[config.mk]
export PLATFORM = sky130hd
export DESIGN_NAME = interrupt_controller_8_plus_8
export DESIGN_NICKNAME = d
export VERILOG_FILES = /design/src/design/ic88_pkg.sv /design/src/design/ic88_prio_enc.sv /design/src/design/interrupt_controller_8_plus_8.sv
export SDC_FILE = /design/constraint.sdc
export NUM_CORES = 1
export LEC_CHECK = 0
export ABC_AREA = 1
export BUFFER_PORTS_ARGS = -buffer_cell sky130_fd_sc_hd__buf_2
export CAP_MARGIN = 0
export CORE_MARGIN = 10
export CORE_UTILIZATION = 62
export CTS_CLUSTER_DIAMETER = 100
export DETAILED_ROUTE_END_ITERATION = 10
export GPL_ROUTABILITY_DRIVEN = 0
export PLACE_DENSITY_LB_ADDON = 0.12
export SLEW_MARGIN = 15
export SYNTH_ARGS = -nofsm -noshare
export SYNTH_HDL_FRONTEND = slang
export SYNTH_SLANG_ARGS = --single-unit
[constraint.sdc]
create_clock -name clk -period 5.8 [get_ports clk]
set_clock_uncertainty 0.05 [all_clocks]
set_input_delay 0.58 -clock clk [delete_from_list [all_inputs] [get_ports clk]]
set_output_delay 0.58 -clock clk [all_outputs]
set_load 0.01 [all_outputs]
[src/design/ic88_pkg.sv]
// Shared types and constants for the 8+8 line interrupt controller.
`default_nettype none

package ic88_pkg;

    // Item kinds on the request channel
    typedef enum logic [1:0] {
        OP_WRITE = 2'd0,
        OP_READ  = 2'd1,
        OP_RAISE = 2'd2,
        OP_ACK   = 2'd3
    } op_t;

    // Command port decode
    localparam logic [7:0] EOI_NONSPECIFIC = 8'h20;
    localparam logic [7:0] OCW_KIND_MASK   = 8'h18;
    localparam logic [7:0] OCW3_KIND       = 8'h08;
    localparam int         ICW1_BIT        = 4;
    localparam int         OCW3_RR_BIT     = 1;
    localparam int         OCW3_RIS_BIT    = 0;

    // Port select codes
    localparam logic       PORT_COMMAND    = 1'b0;

    localparam int NUM_LINES = 16;
    localparam int LINE_W    = 4;

    // Priority encoder result
    typedef struct packed {
        logic              found;
        logic [LINE_W-1:0] number;
    } grant_t;

endpackage

`default_nettype wire

[src/design/ic88_prio_enc.sv]
// Fixed-priority encoder: lowest-numbered pending line wins.
`default_nettype none

module ic88_prio_enc
    import ic88_pkg::*;
(
    input  wire logic [NUM_LINES-1:0] pending,
    output grant_t                    grant
);

    // Scan from the lowest-priority end so the lowest index is kept last
    always_comb
    begin
        grant = '0;
        for (int i = NUM_LINES - 1; i >= 0; i--)
        begin
            if (pending[i])
            begin
                grant.found  = 1'b1;
                grant.number = LINE_W'(i);
            end
        end
    end

endmodule

`default_nettype wire

[src/design/interrupt_controller_8_plus_8.sv]
// Top level of the 8+8 line interrupt controller: item pipeline and state.
//
//  channel | direction | handshake             | payload
//  --------+-----------+-----------------------+------------------------------------
//  req     | in        | req_valid / req_stall | op, port_sel, write_data, irq_line
//  rsp     | out       | rsp_valid / rsp_stall | read_data, irq_found, irq_number
//
// One item per cycle while neither channel stalls: an item waits in the input register,
// then the state update and its result are written together into the state registers
// and the result register, where the result is presented until it is taken.
// The input register and the result register lie between acceptance and the response.
// Reset clears all request, in-service and mask bytes and selects the request byte
// for reads. A stall on rsp holds the result; req stalls only when the input
// register is full and cannot move forward.
`default_nettype none

module interrupt_controller_8_plus_8
    import ic88_pkg::*;
(
    input  wire logic              clk,
    input  wire logic              rst_n,

    input  wire logic              req_valid,
    output logic                   req_stall,
    input  wire logic [1:0]        op,
    input  wire logic              port_sel,
    input  wire logic [7:0]        write_data,
    input  wire logic [LINE_W-1:0] irq_line,

    output logic                   rsp_valid,
    input  wire logic              rsp_stall,
    output logic [7:0]             read_data,
    output logic                   irq_found,
    output logic [LINE_W-1:0]      irq_number
);

    // Pipeline control
    logic              s1_valid_reg;
    logic              rsp_valid_reg;
    logic              accept;
    logic              advance;

    // Input register
    op_t               s1_op_reg;
    logic              s1_port_reg;
    logic [7:0]        s1_data_reg;
    logic [LINE_W-1:0] s1_line_reg;

    // Controller state
    logic [7:0] m_req_reg,  m_req_next;
    logic [7:0] m_isr_reg,  m_isr_next;
    logic [7:0] m_mask_reg, m_mask_next;
    logic [7:0] s_req_reg,  s_req_next;
    logic [7:0] s_isr_reg,  s_isr_next;
    logic       rr_sel_reg, rr_sel_next;

    // Result register
    logic [7:0]        read_data_reg,  read_data_next;
    logic              irq_found_reg,  irq_found_next;
    logic [LINE_W-1:0] irq_number_reg, irq_number_next;

    logic [NUM_LINES-1:0] pending;
    grant_t               grant;

    // Handshake
    assign advance   = s1_valid_reg && (!rsp_valid_reg || !rsp_stall);
    assign req_stall = s1_valid_reg && !advance;
    assign accept    = req_valid && !req_stall;

    // Pending lines: masked master below, unmasked slave above
    assign pending = {s_req_reg, m_req_reg & ~m_mask_reg};

    ic88_prio_enc u_prio_enc
    (
        .pending (pending),
        .grant   (grant)
    );

    // Item execution
    always_comb
    begin
        m_req_next      = m_req_reg;
        m_isr_next      = m_isr_reg;
        m_mask_next     = m_mask_reg;
        s_req_next      = s_req_reg;
        s_isr_next      = s_isr_reg;
        rr_sel_next     = rr_sel_reg;
        read_data_next  = '0;
        irq_found_next  = 1'b0;
        irq_number_next = '0;

        unique case (s1_op_reg)
            OP_WRITE:
            begin
                if (s1_port_reg != PORT_COMMAND)
                begin
                    m_mask_next = s1_data_reg;
                end
                else
                begin
                    priority if (s1_data_reg == EOI_NONSPECIFIC)
                    begin
                        m_isr_next = '0;
                    end
                    else if ((s1_data_reg & OCW_KIND_MASK) == OCW3_KIND)
                    begin
                        if (s1_data_reg[OCW3_RR_BIT])
                        begin
                            rr_sel_next = s1_data_reg[OCW3_RIS_BIT];
                        end
                    end
                    else if (s1_data_reg[ICW1_BIT])
                    begin
                        m_mask_next = '0;
                        m_isr_next  = '0;
                        m_req_next  = '0;
                        rr_sel_next = 1'b1;
                    end
                    else
                    begin
                        // other OCW2 commands are ignored
                    end
                end
            end
            OP_READ:
            begin
                read_data_next = rr_sel_reg ? m_req_reg : m_isr_reg;
            end
            OP_RAISE:
            begin
                if (s1_line_reg[LINE_W-1])
                begin
                    s_req_next = s_req_reg | (8'd1 << s1_line_reg[LINE_W-2:0]);
                end
                else
                begin
                    m_req_next = m_req_reg | (8'd1 << s1_line_reg[LINE_W-2:0]);
                end
            end
            OP_ACK:
            begin
                irq_found_next  = grant.found;
                irq_number_next = grant.number;
                if (grant.found)
                begin
                    if (grant.number[LINE_W-1])
                    begin
                        s_req_next = s_req_reg & ~(8'd1 << grant.number[LINE_W-2:0]);
                        s_isr_next = s_isr_reg | (8'd1 << grant.number[LINE_W-2:0]);
                    end
                    else
                    begin
                        m_req_next = m_req_reg & ~(8'd1 << grant.number[LINE_W-2:0]);
                        m_isr_next = m_isr_reg | (8'd1 << grant.number[LINE_W-2:0]);
                    end
                end
            end
            default:
            begin
            end
        endcase
    end

    // Control and state registers
    always_ff @(posedge clk or negedge rst_n)
    begin
        if (!rst_n)
        begin
            s1_valid_reg  <= 1'b0;
            rsp_valid_reg <= 1'b0;
            m_req_reg     <= '0;
            m_isr_reg     <= '0;
            m_mask_reg    <= '0;
            s_req_reg     <= '0;
            s_isr_reg     <= '0;
            rr_sel_reg    <= 1'b1;
        end
        else
        begin
            if (accept)
            begin
                s1_valid_reg <= 1'b1;
            end
            else if (advance)
            begin
                s1_valid_reg <= 1'b0;
            end

            if (advance)
            begin
                rsp_valid_reg <= 1'b1;
                m_req_reg     <= m_req_next;
                m_isr_reg     <= m_isr_next;
                m_mask_reg    <= m_mask_next;
                s_req_reg     <= s_req_next;
                s_isr_reg     <= s_isr_next;
                rr_sel_reg    <= rr_sel_next;
            end
            else if (!rsp_stall)
            begin
                rsp_valid_reg <= 1'b0;
            end
        end
    end

    // Payload registers
    always_ff @(posedge clk)
    begin
        if (accept)
        begin
            s1_op_reg   <= op_t'(op);
            s1_port_reg <= port_sel;
            s1_data_reg <= write_data;
            s1_line_reg <= irq_line;
        end
        if (advance)
        begin
            read_data_reg  <= read_data_next;
            irq_found_reg  <= irq_found_next;
            irq_number_reg <= irq_number_next;
        end
    end

    assign rsp_valid  = rsp_valid_reg;
    assign read_data  = read_data_reg;
    assign irq_found  = irq_found_reg;
    assign irq_number = irq_number_reg;

endmodule

`default_nettype wire
# [Word-level counts from Yosys, hierarchy flattened]
# Index checks and enable logic that the tools add are counted.
[classes] n_mux=42 n_shift=2 bitwise_logic=10 eq_ne=20 reduce_logical=20
[ops] cell="$mux 8" n=16
[ops] cell="$mux 5" n=16
[ops] cell="$pmux 8 s2" n=2
[ops] cell="$and 8x8->8" n=3
[ops] cell="$ne 2x2->1 const B" n=12
[ops] cell="$or 8x8->8" n=3
[ops] cell="$pmux 8 s3" n=1
[ops] cell="$not 8->8" n=2
[ops] cell="$shl 1x3->8 const A" n=2
[ops] cell="$reduce_and 5->1" n=2
[ops] cell="$reduce_bool 2->1" n=5
[ops] cell="$reduce_and 9->1" n=1
[ops] cell="$eq 8x6->1 const B" n=1
[ops] cell="$mux 1" n=7
[ops] cell="$reduce_and 7->1" n=1
[ops] cell="$ne 3x3->1 const B" n=2
[ops] cell="$reduce_and 6->1" n=1
[ops] cell="$eq 2x1->1 const B" n=2
[ops] cell="$eq 2x2->1 const B" n=2
[ops] cell="$logic_not 1->1" n=4
[ops] cell="$logic_and 1x1->1" n=3
[ops] cell="$reduce_bool 3->1" n=1
[ops] cell="$logic_not 2->1" n=1
[ops] cell="$ne 2x1->1 const B" n=1
[ops] cell="other kinds (2)" n=3
[totals] elab_cells=108 inputBits=19 ff_bits=63 output_inout_bits=15

# [Logic depth before layout (Yosys ltp)]
[logic_depth] depth_word=22 ltp_mapped=21 depth_no_buf=21

# [Cells and area by module]
# From an unflattened synthesis, not the netlist that was laid out.
[hier_totals] hier_cells=423 area_unflattened_um2=3375.7
[modules_own_cells] mod="interrupt_controller_8_plus_8" instances=1 cells_per_inst=374 seq_area_each_um2=1717.9 area_each_um2=3166.8
[modules_own_cells] mod="ic88_prio_enc" instances=1 cells_per_inst=49 seq_area_each_um2=0.0 area_each_um2=209.0

# [Worst setup path before layout]
# OpenSTA, ideal clock, no wires.
[synth_path] path_kind="input -> register" start="input rsp_stall" end="register m_isr_reg[2]" arrival_time_ps=2307 n_path_buf=0 setup_ps=119 required_time_ps=5631 path_stages=11 setup_slack_ps=3324 cell_sequence="nand2_1 > inv_1 > nor2_1 > inv_1 > a21oi_1 > nand2_2 > nor2_2 > inv_2 > nor2_4 > inv_2 > o21a_1"
[synth_via] elab_chain_len=4
[synth_lines] element="from (decl)" line_no="interrupt_controller_8_plus_8.sv:31" rtl="input wire logic rsp_stall,"
[synth_lines] element="$logic_not 1->1"
[synth_lines] element="$logic_or 1x1->1" line_no="interrupt_controller_8_plus_8.sv:66" rtl="assign advance = s1_valid_reg && (!rsp_valid_reg || !rsp_stall);"
[synth_lines] element="$logic_and 1x1->1" line_no="interrupt_controller_8_plus_8.sv:66"
[synth_lines] element="via advance" line_no="interrupt_controller_8_plus_8.sv:41" rtl="logic advance;"
[synth_lines] element="$reduce_and 7->1 (no source line)"
[synth_lines] element="to (signal assigned)" line_no="interrupt_controller_8_plus_8.sv:193" rtl="m_isr_reg <= m_isr_next;"
[synth_lines] element="to (decl)" line_no="interrupt_controller_8_plus_8.sv:51" rtl="logic [7:0] m_isr_reg, m_isr_next;"
# The timed path passes the listed nets, and every way through them passes these cells.
# A chain may end at the register's enable or synchronous reset.

# [Worst setup path in the final report]
[layout_path] start="register rsp_valid_reg (netlist: rsp_valid)" end="register m_isr_reg[6]"
[layout_via] elab_chain_len=4
[layout_lines] element="from (decl)" line_no="interrupt_controller_8_plus_8.sv:39" rtl="logic rsp_valid_reg;"
[layout_lines] element="from (signal assigned)" line_no="interrupt_controller_8_plus_8.sv:170" rtl="rsp_valid_reg <= 1'b0;"
[layout_lines] element="from (signal assigned)" line_no="interrupt_controller_8_plus_8.sv:191" rtl="rsp_valid_reg <= 1'b1;"
[layout_lines] element="from (signal assigned)" line_no="interrupt_controller_8_plus_8.sv:201" rtl="rsp_valid_reg <= 1'b0;"
[layout_lines] element="$logic_not 1->1" line_no="interrupt_controller_8_plus_8.sv:66"
[layout_lines] element="$logic_or 1x1->1" line_no="interrupt_controller_8_plus_8.sv:66"
[layout_lines] element="$logic_and 1x1->1" line_no="interrupt_controller_8_plus_8.sv:66"
[layout_lines] element="via advance" line_no="interrupt_controller_8_plus_8.sv:41"
[layout_lines] element="$reduce_and 7->1 (no source line)"
# The timed path passes the listed nets, and every way through them passes these cells.

==> flow_results.org <==
** Status
- The run finished with clean final reports.

** Worst setup path
- The worst setup path is of the flop to flop kind.
- The most critical setup path has its startpoint at rsp_valid.
- CP Launch Type :: flop
- Critical path fanouts, max :: 15
- STA puts the critical path data required time at roughly 6000 ps.
- R2R setup slack :: between 3000 and 4000 ps
- STA classifies the critical path endpoint as a flop.
- Arr. time, crit path :: between 2000 and 3000 ps
- The startpoint identified for the worst register-to-register timing path is rsp_valid.

** Run
- Max-capacitance violation count :: 0

** STA
- In this run the tightest slew margin relative to its limit is 46.7%.
- Final worst path period share :: between 40% and 50%
- Upper clock frequency limit :: 0.430 GHz
- Setup total negative slack :: 0 ps
- Minimum clock period :: around 2300 ps
- On the final layout, the worst hold slack is about 270 ps.
- Hold violation total from the final report :: 0
- Pins Over Slew Limit :: 0
- Setup repair after global routing left no endpoint under its margin.
- Setup violations remaining at the end of the flow were counted as 0.
- Transition time at the pin with the least slew margin :: roughly 800 ps

** Placed design
- Sum of net half-perimeters after detailed placement :: slightly above 5000 um
- Buffers placed on the I/O ports in this run total 33.

** Worst hold path
- Worst hold path class :: input port to async pin

** Clocking
- Total number of clock tree sinks :: 63
- Clock-pin slew was measured on the worst setup and hold paths at 70 ps.
- The later pin in the worst-skew pair is clocked with a latency of approximately 350 ps.
- The number of gates resized after CTS was 0.
- The cell sitting at the root of the clock tree is a clkbuf_8.
- TritonCTS built the clock tree.
- Number of buffers inserted for hold repair after clock tree synthesis :: 0
- The H-tree was split into 3 levels.
- CTS Buffer Depth :: 2
- Post-CTS repair timing setup buffer count :: 0
- TritonCTS created 9 clock buffers.

** Power
- For this design the ratio of total power to cell area is between 400 and 500 nW/um2.
- IR analysis of the VDD net gives a maximum drop of between 0.0002 and 0.0003 V.
- Pleak :: about 0.0016 uW

** Yosys
- Flops & latches, synth :: 63
- By instance count, the leading cell after synthesis is nand2_1.
- In the synthesized netlist the async set-or-reset flop fraction comes to 55.6%.
- Synthesized area per cell :: 8.86 um2
- The top cell type by area accounts for approximately 28% of the synthesized area.
- Top cell types by occurrence after synthesis :: nand2_1 (77), inv_1 (56), dfrtp_1 (34)
- dfrtp_1 takes more of the synthesized area than any other cell.
- In the post-synthesis netlist, the biggest area contributors are dfrtp_1 (28%), edfxtp_1 (28%), nand2_1 (9.5%).
- Yosys printed 0 warnings.
- Post-synthesis sequential area ratio :: between 50 and 60%
- Number of cells produced by synthesis :: between 300 and 400
- When the netlist entered floorplanning its net count stood at ~360.
- Yosys mapped a number of flops with a built-in enable equal to 28.
- Netlist Area Pre-Place :: between 3000 and 4000 um2
- Synth unique cells :: 30
- Dominant register cell in the synthesized netlist :: dfrtp_1

** Floorplan
- Measured along the y axis, the die boundary spans 89.9 um.
- The die is between 80 and 90 um wide.
- Initial core utilization :: approximately 64%
- The die covers around 8100 um2.
- I/O pins :: 34
- The core region is around 4700 um2.
- Standard-cell rows :: 25

** Global route
- Wire length of the first global-routing pass :: between 10000 and 15000 um
- Grt total ovfl :: 0
- Entering global routing, the biggest net connects 36 pins.
- Global routing consumed, over all layers together, between 10% and 20% of the routing resources.
- Initial antenna violation count :: 0
- Via count of the first global-routing pass :: approximately 2500

** Drt
- In the routed layout, each cell is associated on average with a via count of between 5 and 6.
- After detailed routing, the average wire length per cell comes to about 15 um.
- Detailed Routing Iterations Pass 1 :: 5
- Number of vias in the routed layout :: 2499
- Antenna Nets Post-Route :: 0
- For this run, design rule violations remaining after detail routing come to 0.
- Number of violations reported at the end of detailed-routing iteration 0 :: just under 300
- The final layout contains routed wiring with a total length of 6840 um.

** Final layout
- Area overhead of the layout relative to synthesis :: 13.3%
- At the end of the flow, the number of nets in the layout was 402.
- Seq. cell area :: ~1700 um2
- The multi-input combinational cells in the finished layout cover a total of 1060 um2.
- Share of layout cells above drive strength 1 :: about a fifth
- The filler cells instantiated in the layout total ~360.
- Antenna cell count :: 0
[cell families (layout without fill, tap and decap cells)]
group / Yosys count / after routing / share of synthesized area [%]
simple gates: 159 / 159 / 23.6
flops: 63 / 63 / 56.7
compound gates: 56 / 56 / 11.2
buf+inv: 64 / 110 / 8.55
[critical path: stages, from the launching register on]
cell	delay, ps
dfrtp_1	370
nand2_1	90
inv_1	50
nor2_2	540
inv_1	200
a21oi_1	190
nand2_2	90
nor2_2	200
inv_2	110
nor2_4	170
inv_2	50
o21a_1	100
[cells in the final DEF (no fill, tap or decap), types with 2 or more instances in the layout]
cell	count
nand2_1	77
inv_1	56
dfrtp_1	34
buf_2	33
nor2_1	30
edfxtp_1	28
a21oi_1	25
nand2_2	13
o21ai_0	12
nand3_1	12
clkbuf_8	9
nor2_2	7
nor3_1	7
nand4_1	7
o22ai_1	7
inv_2	5
o2111ai_1	4
o21a_1	3
clkbuf_1	3
o21ai_1	2
[per-stage QoR]
step           setup slack [ps]  total power, uW  area [um2]  std cells  utilization, %
6_report                   3470             1440        3430        455            72.7
5_1_grt                    3190             1540        3430        455            72.7
4_1_cts                    3100             1440        3430        455            72.6
3_5_place_dp               2790             1080        3250        439            68.8
3_3_place_gp               2930             1070        3250        439            68.8
2_1_floorplan              3320              951        3030        342               -
[final timing paths]
check / cells past startpoint / end
worst min-delay path: 1 / s_req_reg[7]
min in group clk: 1 / s1_op_reg[0]
max in group asynchronous: 1 / m_mask_reg[2]
worst min register to register: 2 / rsp_valid
worst max-delay path: 11 / m_isr_reg[6]
worst max register to register: 11 / m_isr_reg[6]
[metal layers]
metal	vias to the layer above	part of all wire (%)	GRT usage, %
met2	130	47	27.5
met5	-	0	0
met1	1141	41	20.6
met4	0	3.4	9.95
li1	1206	-	-
met3	22	9.1	4.66
[power by group]
| group | total (uW) | leakage [uW] | switching [uW] | internal [uW] |
|---|---|---|---|---|
| Clock | 361 | 0.0000880 | 164 | 197 |
| Sequential | 628 | 0.000723 | 58.2 | 570 |
| Combinational | 453 | 0.000813 | 313 | 140 |
| Total | 1440 | 0.00162 | 536 | 907 |
[layout make-up]
| class | count | area share (%) |
|---|---|---|
| inverters | 61 | 6.67 |
| clock buffers | 12 | 3.94 |
| clock inverters | 4 | 1.35 |
| flip-flops and latches | 63 | 50.0 |
| multi-input cells | 215 | 30.8 |
| well taps | 67 | 2.44 |
| repair buffers | 33 | 4.81 |
Power figures use the tool's default switching activity.
